<file path="src/design/fbpa_pkg.sv">
// Package for the fixed block pool allocator.
// Holds opcodes, status codes, register indexes and the controller/datapath
// interface structs. No dependencies.
package fbpa_pkg;

	localparam logic [1:0] OP_INIT       = 2'd0;
	localparam logic [1:0] OP_ALLOC      = 2'd1;
	localparam logic [1:0] OP_ALLOC_WAIT = 2'd2;
	localparam logic [1:0] OP_FREE       = 2'd3;

	localparam logic [2:0] STAT_OK         = 3'd0;
	localparam logic [2:0] STAT_EMPTY      = 3'd1;
	localparam logic [2:0] STAT_BLOCKED    = 3'd2;
	localparam logic [2:0] STAT_BAD_PTR    = 3'd3;
	localparam logic [2:0] STAT_INIT_FAIL  = 3'd4;
	localparam logic [2:0] STAT_QUEUE_FULL = 3'd5;

	localparam logic [1:0] REG_POOL_BASE   = 2'd0;
	localparam logic [1:0] REG_BLOCK_BYTES = 2'd1;
	localparam logic [1:0] REG_ALIGN_EIGHT = 2'd2;
	localparam logic [1:0] REG_BLOCK_COUNT = 2'd3;

	// Commands from the controller to the datapath.
	typedef struct packed {
		logic latch;        // capture the input item
		logic init_setup;   // round sizes, form the pool size
		logic init_chk;     // post failure result if the sizes do not fit
		logic free_start;   // range check, load the offset
		logic alloc_start;  // pop check, queue the task when empty
		logic step;         // one subtract step of the index search
		logic init_commit;  // install the new pool
		logic free_commit;  // push the block or hand it to a waiter
		logic alloc_fin;    // finish the pop
		logic load_out;     // move the result into the output register
	} cmd_t;

	// Status from the datapath to the controller.
	typedef struct packed {
		logic [1:0] op;
		logic       init_fail;
		logic       free_bad;
		logic       pool_empty;
		logic       loop_done;
		logic       out_free;
	} stat_t;

endpackage

</file>
<file path="src/design/fixed_block_pool_allocator_unit.sv">
// Top level of the fixed block pool allocator.
// Depends on fbpa_pkg, fbpa_ctrl and fbpa_dpath (which uses fbpa_ram).
//
// Usage: requests enter on the s_* stream channel, one item at a time, and
// each request gives exactly one result item on the m_* channel. Opcodes are
// init, alloc without wait, alloc with wait, and free. The pool geometry is
// set through the APB port before an init; write it only while the block is
// idle. Alloc and free pop or push a LIFO list of block indexes kept in a
// small link RAM; alloc with wait on an empty pool queues the task in a
// priority-ordered register queue, and a later free hands its block to the
// head of that queue.
// A free finds the block index by one subtraction of the block size per
// cycle. Init uses the same subtract loop to count the blocks and writes
// one link per cycle. Failed checks finish early.
// A new item is accepted once the previous result sits in the output
// register, so a stalled receiver holds one result there and the block
// works on the next item; it waits only if a second result is ready.
// Reset empties the pool, the wait queue and the output register; blocks
// are unusable until an init succeeds.
module fixed_block_pool_allocator_unit import fbpa_pkg::*; #(
	parameter int NUM_BLOCKS   = 32,
	parameter int MAX_WAITERS  = 16,
	parameter int HEADER_BYTES = 12
) (
	input  logic        clk,
	input  logic        arst_n,
	// Request stream.
	input  logic        s_tvalid,
	output logic        s_tready,
	// opcode[1:0], address[33:2], task_id[41:34], task_priority[49:42], zero fill
	input  logic [55:0] s_tdata,
	// Result stream.
	output logic        m_tvalid,
	input  logic        m_tready,
	// status[2:0], block_address[34:3], woken_valid[35], woken_task[43:36], zero fill
	output logic [47:0] m_tdata,
	// Configuration port.
	input  logic        psel,
	input  logic        penable,
	input  logic        pwrite,
	input  logic [3:0]  paddr,
	input  logic [31:0] pwdata,
	output logic [31:0] prdata,
	output logic        pready
);

	cmd_t  cmd;
	stat_t st;
	logic  cfg_we;

	assign pready = 1'b1;
	// A register is written in the access phase of a write transfer.
	assign cfg_we = psel && penable && pwrite && pready;

	fbpa_ctrl u_ctrl (
		.clk      (clk),
		.arst_n   (arst_n),
		.in_valid (s_tvalid),
		.in_ready (s_tready),
		.st       (st),
		.cmd      (cmd)
	);

	fbpa_dpath #(
		.NUM_BLOCKS   (NUM_BLOCKS),
		.MAX_WAITERS  (MAX_WAITERS),
		.HEADER_BYTES (HEADER_BYTES)
	) u_dpath (
		.clk       (clk),
		.arst_n    (arst_n),
		.cmd       (cmd),
		.st        (st),
		.in_data   (s_tdata),
		.cfg_we    (cfg_we),
		.cfg_idx   (paddr[3:2]),
		.cfg_wdata (pwdata),
		.cfg_rdata (prdata),
		.out_valid (m_tvalid),
		.out_ready (m_tready),
		.out_data  (m_tdata)
	);

endmodule

</file>
<file path="src/design/fbpa_ram.sv">
// Generic single-write, single-read RAM with registered read data.
// No dependencies.
module fbpa_ram #(
	parameter int WIDTH = 8,
	parameter int DEPTH = 32
) (
	input  logic                                     clk,
	input  logic                                     we,
	input  logic [(DEPTH > 1 ? $clog2(DEPTH) : 1)-1:0] waddr,
	input  logic [WIDTH-1:0]                         wdata,
	input  logic [(DEPTH > 1 ? $clog2(DEPTH) : 1)-1:0] raddr,
	output logic [WIDTH-1:0]                         rdata
);

	logic [WIDTH-1:0] mem [DEPTH];

	always_ff @(posedge clk) begin
		if (we) begin
			mem[waddr] <= wdata;
		end
		rdata <= mem[raddr];
	end

endmodule

</file>
<file path="src/design/fbpa_ctrl.sv">
// Controller state machine of the fixed block pool allocator.
// Depends on fbpa_pkg for the command and status structs and opcodes.
module fbpa_ctrl import fbpa_pkg::*; (
	input  logic  clk,
	input  logic  arst_n,
	input  logic  in_valid,
	output logic  in_ready,
	input  stat_t st,
	output cmd_t  cmd
);

	localparam logic [2:0] S_IDLE      = 3'd0;
	localparam logic [2:0] S_START     = 3'd1;
	localparam logic [2:0] S_INIT_CHK  = 3'd2;
	localparam logic [2:0] S_INIT_LOOP = 3'd3;
	localparam logic [2:0] S_FREE_LOOP = 3'd4;
	localparam logic [2:0] S_ALLOC_FIN = 3'd5;
	localparam logic [2:0] S_DONE      = 3'd6;

	logic [2:0] state_q, state_d;

	assign in_ready = (state_q == S_IDLE);

	always_comb begin
		cmd = '0;
		state_d = state_q;
		case (state_q)
			S_IDLE: begin
				if (in_valid) begin
					cmd.latch = 1'b1;
					state_d = S_START;
				end
			end
			S_START: begin
				case (st.op)
					OP_INIT: begin
						cmd.init_setup = 1'b1;
						state_d = S_INIT_CHK;
					end
					OP_FREE: begin
						cmd.free_start = 1'b1;
						state_d = st.free_bad ? S_DONE : S_FREE_LOOP;
					end
					default: begin
						cmd.alloc_start = 1'b1;
						state_d = st.pool_empty ? S_DONE : S_ALLOC_FIN;
					end
				endcase
			end
			S_INIT_CHK: begin
				cmd.init_chk = 1'b1;
				state_d = st.init_fail ? S_DONE : S_INIT_LOOP;
			end
			S_INIT_LOOP: begin
				if (st.loop_done) begin
					cmd.init_commit = 1'b1;
					state_d = S_DONE;
				end else begin
					cmd.step = 1'b1;
				end
			end
			S_FREE_LOOP: begin
				if (st.loop_done) begin
					cmd.free_commit = 1'b1;
					state_d = S_DONE;
				end else begin
					cmd.step = 1'b1;
				end
			end
			S_ALLOC_FIN: begin
				cmd.alloc_fin = 1'b1;
				state_d = S_DONE;
			end
			S_DONE: begin
				if (st.out_free) begin
					cmd.load_out = 1'b1;
					state_d = S_IDLE;
				end
			end
			default: begin
				state_d = S_IDLE;
			end
		endcase
	end

	always_ff @(posedge clk or negedge arst_n) begin
		if (!arst_n) begin
			state_q <= S_IDLE;
		end else begin
			state_q <= state_d;
		end
	end

endmodule

</file>
<file path="src/design/fbpa_dpath.sv">
// Datapath of the fixed block pool allocator: configuration registers, pool
// state, priority wait queue, index search and output register.
// Depends on fbpa_pkg and fbpa_ram.
module fbpa_dpath import fbpa_pkg::*; #(
	parameter int NUM_BLOCKS   = 32,
	parameter int MAX_WAITERS  = 16,
	parameter int HEADER_BYTES = 12
) (
	input  logic        clk,
	input  logic        arst_n,
	input  cmd_t        cmd,
	output stat_t       st,
	input  logic [55:0] in_data,
	input  logic        cfg_we,
	input  logic [1:0]  cfg_idx,
	input  logic [31:0] cfg_wdata,
	output logic [31:0] cfg_rdata,
	output logic        out_valid,
	input  logic        out_ready,
	output logic [47:0] out_data
);

	localparam int IW = (NUM_BLOCKS > 1) ? $clog2(NUM_BLOCKS) : 1;
	localparam int CW = $clog2(NUM_BLOCKS + 1);
	localparam int WW = $clog2(MAX_WAITERS + 1);
	localparam int HDR4 = (HEADER_BYTES + 3) / 4 * 4;
	localparam int HDR8 = (HEADER_BYTES + 7) / 8 * 8;
	localparam int HW = $clog2(HDR8 + 1);

	// Configuration registers.
	logic [31:0] pool_base_q;
	logic [15:0] block_bytes_q;
	logic        align_eight_q;
	logic [5:0]  block_count_q;

	always_ff @(posedge clk or negedge arst_n) begin
		if (!arst_n) begin
			pool_base_q   <= '0;
			block_bytes_q <= '0;
			align_eight_q <= 1'b0;
			block_count_q <= '0;
		end else if (cfg_we) begin
			case (cfg_idx)
				REG_POOL_BASE:   pool_base_q   <= cfg_wdata;
				REG_BLOCK_BYTES: block_bytes_q <= cfg_wdata[15:0];
				REG_ALIGN_EIGHT: align_eight_q <= cfg_wdata[0];
				REG_BLOCK_COUNT: block_count_q <= cfg_wdata[5:0];
				default: ;
			endcase
		end
	end

	always_comb begin
		case (cfg_idx)
			REG_POOL_BASE:   cfg_rdata = pool_base_q;
			REG_BLOCK_BYTES: cfg_rdata = {16'd0, block_bytes_q};
			REG_ALIGN_EIGHT: cfg_rdata = {31'd0, align_eight_q};
			REG_BLOCK_COUNT: cfg_rdata = {26'd0, block_count_q};
			default:         cfg_rdata = '0;
		endcase
	end

	// Latched item.
	logic [1:0]  op_q;
	logic [31:0] addr_q;
	logic [7:0]  id_q;
	logic [7:0]  prio_q;

	always_ff @(posedge clk) begin
		if (cmd.latch) begin
			op_q   <= in_data[1:0];
			addr_q <= in_data[33:2];
			id_q   <= in_data[41:34];
			prio_q <= in_data[49:42];
		end
	end

	// Pool state.
	logic [15:0]   rs_q;
	logic [HW-1:0] hdr_q;
	logic [CW-1:0] usable_q;
	logic [CW-1:0] fcnt_q;
	logic [IW-1:0] head_q;
	logic [WW-1:0] wcnt_q;
	logic [15:0]   wq_q [MAX_WAITERS];

	// Work registers.
	logic [16:0]   cand_rs_q;
	logic [HW-1:0] cand_hdr_q;
	logic [22:0]   pool_q;
	logic [32:0]   rem_q;
	logic [CW-1:0] cnt_q;
	logic [31:0]   mult_q;

	// Result and output registers.
	logic [2:0]  res_status_q;
	logic [31:0] res_addr_q;
	logic        res_wv_q;
	logic [7:0]  res_wt_q;
	logic        out_valid_q;
	logic [47:0] out_data_q;

	// Link memory.
	logic          link_we;
	logic [IW-1:0] link_waddr;
	logic [IW-1:0] link_wdata;
	logic [IW-1:0] link_rdata;

	fbpa_ram #(.WIDTH(IW), .DEPTH(NUM_BLOCKS)) u_link (
		.clk   (clk),
		.we    (link_we),
		.waddr (link_waddr),
		.wdata (link_wdata),
		.raddr (head_q),
		.rdata (link_rdata)
	);

	logic [32:0]   start_addr;
	logic [32:0]   rs_ext;
	logic          step_ok;
	logic [CW-1:0] limit;
	logic          free_bad_idx;
	logic [16:0]   rs_round;

	assign start_addr = {1'b0, pool_base_q} + 33'(hdr_q);
	assign rs_ext     = (op_q == OP_INIT) ? {16'd0, cand_rs_q} : {17'd0, rs_q};
	assign limit      = (op_q == OP_INIT) ? CW'(NUM_BLOCKS) : usable_q;
	assign step_ok    = (rem_q >= rs_ext) && (cnt_q < limit);
	assign free_bad_idx = (rem_q != '0) || (cnt_q >= usable_q);
	assign rs_round   = align_eight_q ? ((17'(block_bytes_q) + 17'd7) & ~17'd7)
	                                  : ((17'(block_bytes_q) + 17'd3) & ~17'd3);

	assign st.op         = op_q;
	assign st.init_fail  = (cand_rs_q == '0) || (cand_rs_q > 17'd65535) ||
	                       (23'(cand_rs_q) + 23'(cand_hdr_q) > pool_q);
	assign st.free_bad   = (usable_q == '0) || (rs_q == '0) ||
	                       ({1'b0, addr_q} < start_addr) || (fcnt_q >= usable_q);
	assign st.pool_empty = (fcnt_q == '0);
	assign st.loop_done  = !step_ok;
	assign st.out_free   = !out_valid_q || out_ready;

	always_comb begin
		link_we    = 1'b0;
		link_waddr = cnt_q[IW-1:0];
		link_wdata = IW'(cnt_q + CW'(1));
		if (cmd.step && op_q == OP_INIT) begin
			link_we = 1'b1;
		end else if (cmd.free_commit && !free_bad_idx && wcnt_q == '0) begin
			link_we    = 1'b1;
			link_wdata = (fcnt_q == '0) ? '0 : head_q;
		end
	end

	// Wait queue: an entry is ahead of the new task when its priority is at
	// least as high, so equal priorities keep arrival order.
	logic [MAX_WAITERS-1:0] ge;
	always_comb begin
		for (int i = 0; i < MAX_WAITERS; i++) begin
			ge[i] = (WW'(i) < wcnt_q) && (wq_q[i][15:8] >= prio_q);
		end
	end

	logic do_enq, do_deq;
	assign do_enq = cmd.alloc_start && st.pool_empty && op_q == OP_ALLOC_WAIT &&
	                wcnt_q < WW'(MAX_WAITERS);
	assign do_deq = cmd.free_commit && !free_bad_idx && wcnt_q != '0;

	always_ff @(posedge clk) begin
		for (int i = 0; i < MAX_WAITERS; i++) begin
			if (do_enq && !ge[i]) begin
				if (i == 0) begin
					wq_q[i] <= {prio_q, id_q};
				end else if (ge[i-1]) begin
					wq_q[i] <= {prio_q, id_q};
				end else begin
					wq_q[i] <= wq_q[i-1];
				end
			end else if (do_deq && i < MAX_WAITERS - 1) begin
				wq_q[i] <= wq_q[i+1];
			end
		end
	end

	always_ff @(posedge clk or negedge arst_n) begin
		if (!arst_n) begin
			rs_q     <= '0;
			hdr_q    <= '0;
			usable_q <= '0;
			fcnt_q   <= '0;
			head_q   <= '0;
			wcnt_q   <= '0;
		end else begin
			if (cmd.init_commit) begin
				rs_q     <= cand_rs_q[15:0];
				hdr_q    <= cand_hdr_q;
				usable_q <= cnt_q;
				fcnt_q   <= cnt_q;
				head_q   <= '0;
				wcnt_q   <= '0;
			end
			if (do_enq) begin
				wcnt_q <= wcnt_q + WW'(1);
			end
			if (do_deq) begin
				wcnt_q <= wcnt_q - WW'(1);
			end
			if (cmd.free_commit && !free_bad_idx && wcnt_q == '0) begin
				head_q <= cnt_q[IW-1:0];
				fcnt_q <= fcnt_q + CW'(1);
			end
			if (cmd.alloc_fin) begin
				fcnt_q <= fcnt_q - CW'(1);
				head_q <= (fcnt_q == CW'(1)) ? '0 : link_rdata;
			end
		end
	end

	always_ff @(posedge clk) begin
		if (cmd.init_setup) begin
			cand_rs_q  <= rs_round;
			cand_hdr_q <= align_eight_q ? HW'(HDR8) : HW'(HDR4);
			pool_q     <= 23'(HEADER_BYTES) + 23'(block_bytes_q) * 23'(block_count_q);
		end
		if (cmd.init_chk) begin
			rem_q <= 33'(pool_q - 23'(cand_hdr_q));
			cnt_q <= '0;
		end
		if (cmd.free_start) begin
			rem_q <= {1'b0, addr_q} - start_addr;
			cnt_q <= '0;
		end
		if (cmd.step) begin
			rem_q <= rem_q - rs_ext;
			cnt_q <= cnt_q + CW'(1);
		end
		if (cmd.alloc_start) begin
			mult_q <= 32'(head_q) * 32'(rs_q);
		end
	end

	// Result register.
	always_ff @(posedge clk) begin
		if (cmd.latch) begin
			res_status_q <= STAT_OK;
			res_addr_q   <= '0;
			res_wv_q     <= 1'b0;
			res_wt_q     <= '0;
		end
		if (cmd.init_chk && st.init_fail) begin
			res_status_q <= STAT_INIT_FAIL;
		end
		if (cmd.free_start && st.free_bad) begin
			res_status_q <= STAT_BAD_PTR;
		end
		if (cmd.free_commit) begin
			if (free_bad_idx) begin
				res_status_q <= STAT_BAD_PTR;
			end else if (wcnt_q != '0) begin
				res_addr_q <= addr_q;
				res_wv_q   <= 1'b1;
				res_wt_q   <= wq_q[0][7:0];
			end
		end
		if (cmd.alloc_start && st.pool_empty) begin
			if (op_q == OP_ALLOC) begin
				res_status_q <= STAT_EMPTY;
			end else if (wcnt_q >= WW'(MAX_WAITERS)) begin
				res_status_q <= STAT_QUEUE_FULL;
			end else begin
				res_status_q <= STAT_BLOCKED;
			end
		end
		if (cmd.alloc_fin) begin
			res_addr_q <= start_addr[31:0] + mult_q;
		end
		if (cmd.load_out) begin
			out_data_q <= {4'd0, res_wt_q, res_wv_q, res_addr_q, res_status_q};
		end
	end

	always_ff @(posedge clk or negedge arst_n) begin
		if (!arst_n) begin
			out_valid_q <= 1'b0;
		end else if (cmd.load_out) begin
			out_valid_q <= 1'b1;
		end else if (out_ready) begin
			out_valid_q <= 1'b0;
		end
	end

	assign out_valid = out_valid_q;
	assign out_data  = out_data_q;

endmodule

</file>
<file path="config.mk">
export PLATFORM = sky130hd
export DESIGN_NAME = fixed_block_pool_allocator_unit
export DESIGN_NICKNAME = d
export VERILOG_FILES = /design/src/design/fbpa_pkg.sv /design/src/design/fixed_block_pool_allocator_unit.sv /design/src/design/fbpa_ram.sv /design/src/design/fbpa_ctrl.sv /design/src/design/fbpa_dpath.sv
export SDC_FILE = /design/constraint.sdc
export NUM_CORES = 2
export LEC_CHECK = 0
export BUFFER_PORTS_ARGS = -buffer_cell sky130_fd_sc_hd__buf_2
export CAP_MARGIN = 25
export CORE_ASPECT_RATIO = 1.75
export CORE_MARGIN = 4
export CORE_UTILIZATION = 30
export CTS_CLUSTER_SIZE = 20
export DETAILED_ROUTE_END_ITERATION = 7
export SYNTH_ARGS = -nofsm -noshare
export SYNTH_HDL_FRONTEND = slang
export SYNTH_HIERARCHICAL = 1
export SYNTH_SLANG_ARGS = --single-unit
export TNS_END_PERCENT = 5
</file>
<file path="constraint.sdc">
create_clock -name clk -period 7.9 [get_ports clk]
set_clock_uncertainty 0.2 [all_clocks]
set_input_delay 1.185 -clock clk [delete_from_list [all_inputs] [get_ports clk]]
set_output_delay 1.185 -clock clk [all_outputs]
set_load 0.03 [all_outputs]
</file>
==> flow_summary.yaml <==
cts:
  clock_path_buffers: 3
  cts_inserted_buffers: 74
  cts_max_level: 3
  insertion_delay_ns: 0.68
  cts_root_buffer: "clkbuf_16"
  cts_sinks: 754
  cts.hold.buffers_added: 0
  postCtsSetupBuffers: 0
  cts_resized: 0
  path_clk_slew_ns: 0.07
  cts_tree: "done"
synthesis:
  synth_top_area_cell: "edfxtp_1"
  synth_area_leaders: "edfxtp_1 (39%), ha_1 (8.5%), dfrtp_1 (5.2%)"
  synthCells: 4171
  ys_ff_latch: 754
  synth.top_cell.area_share_pct: 39.3
  syn_avg_cell_area_um2: 11.1
  seq_area_frac_synth_pct: 46.7
  synth_warnings: 6
  async_flop_share_pct: 12.9
  synth_enable_flop_cells: 608
  syn_area_um2: 46400
  ys_types: 95
  synth_flop_cell: "edfxtp_1"
cells_and_area:
  area_delta_synth_final_pct: 12.3
  fin_nets: 4789
  final_common_cell: "edfxtp_1"
  multi_input_area_um2: 22900
  finalNonFillerCells: 6360
  layout_common_cells: "edfxtp_1 (608), nand2_1 (373), ha_1 (316)"
  post_route_cells_drive_above_1_share_pct: 14.4
  fillers: 15300
  seqCellArea_um2: 21700
  final_cell_area_um2: 52100
  fin_util_pct: 34.0
pwr:
  leakagePower_nw: 20.6
  ir_worst_vdd_mv: 0.216
  p_per_area_nw_per_um2: 332
  p_total_mw: 17.3
setup_path:
  r2r_cells: 19
  end_kind: "flip-flop"
  slowest_delay_ns: 0.64
  reg2reg_slack_ns: 0.99
  worstPathMaxFanout: 9
  cp_data_arrival_time_ns: 7.01
  cp_slowest_cell: "or3b_2"
  r2r-start: "u_dpath/op_q[0]"
  cp_top_family: "compound AO/OA/AOI/OAI gates"
  r2r_end: "u_dpath/u_link/mem[28][1]"
  critPathKind: "reg2reg"
  path_cells: "or2_2 -> nand2_1 -> a21boi_0 -> ha_1 -> nor2b_1 -> o21ai_0 -> nand3_1 -> a41oi_1 -> o21ai_0 -> o31a_1 -> nor2_1 -> a221o_1 -> nand2_1 -> nor3_1 -> buf_4 -> o211ai_2 -> o22ai_1 -> or3b_2 -> nor2_1"
  worstPathRequired_ns: 8.00
  critPathBufInv: 1
  worstSetupStartpointType: "flip-flop"
grt:
  grt_use_total_pct: 16.4
  antenna_found_initial: 22
  grt-ovfl-total: 0
  grt_start_max_net_pins: 60
  grt_first_pass_wirelength_um: 205000
  first_global_vias: 34200
timing:
  fmax_mhz: 145
  relSlewSlack_pct: 30.2
  fin_crit_sh_pct: 87.4
  maxSlewViolCount: 0
  tns_ns: 0
  finalHoldViolations: 0
  tightestPinTransition_ns: 1.04
  setup_ws_ns: 0.992
  whs_ns: 0.223
  layout_min_cycle_time_ns: 6.91
  rsz0062_at_grt: "false"
  setup_viol: 0
placement:
  place_congestion: 0.896
  hpwl_um: 106000
  post-place-ws_ns: 0.973
  dpl_cell_area_um2: 49500
  dp_cells: 6213
  port_buffers: 168
floorplan:
  core_area_um2: 153000
  io_pins: 182
  die-area_um2: 161000
  die_x_um: 305
  start_util_pct: 30.3
  rows: 190
  die_y_um: 528
detailed_routing:
  firstDrtPassIters: 5
  ant_nets: 0
  wl_per_cell_um: 21.4
  vias: 33300
  drt-vias-per-instance: 5.24
  routed_wl_um: 136000
  drc_errors: 0
  drt-initial-drc-count: 2345
hold_path:
  whs_endpoint: "u_dpath/out_data[32]"
  worstHoldPathCells: 0
  min_from: "u_dpath/res_addr_q[29]"
  hold_path_class: "reg2reg"
outcome:
  status: "complete, no violations"
flow_run:
  max-cap-violations: 0
[kinds of logic (layout without fill, tap and decap cells)]
group                      Yosys count  in the layout  share of synthesized area, %
buffers and inverters              486            647                          4.17
DFF                                754            754                          46.7
and+or+nand+nor                   1166           1166                          12.4
xor gates and xnor gates           172            172                          3.25
other                                2             14                        0.0162
adders and majority gates          416            416                          12.8
muxes                              275            275                          7.74
AOI/OAI and AO/OA                  900            900                          12.9
[cell usage after synthesis (12+ instances only)]
cell	n
mux2_2	152
nor4_1	22
nor3_1	59
o31ai_1	23
a211oi_1	44
o21bai_1	12
buf_2	30
and2_1	102
edfxtp_1	608
or3_1	16
a21o_1	107
a22oi_1	52
a21oi_1	245
dfrtp_1	97
mux4_2	52
nand2b_1	48
a22o_1	23
a31oi_1	21
a221o_1	54
dfxtp_1	49
nand3b_1	24
mux2i_1	71
inv_1	274
or2_2	17
xnor2_1	112
and3_1	32
clkbuf_1	156
o21a_1	19
nor3b_1	35
o21ai_0	169
nand4_1	30
nand3_1	123
ha_1	316
nand2_1	373
o211ai_1	35
xor2_1	60
fa_1	100
nor2b_1	23
nor2_1	223
[worst max path at each step]
stage / end / start / depth (start not counted)
2_1_floorplan: u_dpath/u_link/mem[0][0] / u_dpath/op_q[0] / 19
3_5_place_dp: u_dpath/u_link/mem[10][3] / u_dpath/op_q[0] / 19
6_report: u_dpath/u_link/mem[28][1] / u_dpath/op_q[0] / 19
3_3_place_gp: u_dpath/u_link/mem[30][3] / u_dpath/op_q[0] / 19
4_1_cts: u_dpath/u_link/mem[28][1] / u_dpath/op_q[0] / 19
5_1_grt: u_dpath/u_link/mem[14][0] / u_dpath/op_q[0] / 19
[state kept, by name, indices dropped and copies added (netlist names), 15 cells and up]
name and count:
u_dpath/res_addr_q 32, u_dpath/pool_q 23, u_dpath/pool_base_q 32, u_dpath/wq_q 256
u_dpath/u_link/mem 160, u_dpath/mult_q 19, u_dpath/addr_q 32, u_dpath/out_data 44
u_dpath/cand_rs_q 15, u_dpath/rem_q 33, u_dpath/block_bytes_q 16
[final cells by class]
class,instances,area share (%)
multi-input cells,2934,44.0
repair buffers,235,2.58
inverters,275,1.98
clock inverters,50,1.26
well taps,2016,4.84
diodes,9,0.0432
flip-flops and latches,754,41.6
clock buffers,87,3.77
[power breakdown]
group | internal, mW | switching, mW | total (mW) | leakage [nW]
clock | 2.21 | 1.67 | 3.88 | 1.26
sequential | 5.32 | 0.738 | 6.06 | 7.14
combinational | 3.00 | 4.34 | 7.34 | 12.2
total | 10.5 | 6.75 | 17.3 | 20.6
[routing by layer]
layer,global-route usage [%],part of all wire [%]
met5,0,0.035
met4,7.95,4.9
met3,2.21,4.4
met2,32.4,55
met1,16.5,35
Power figures use the tool's default switching activity.
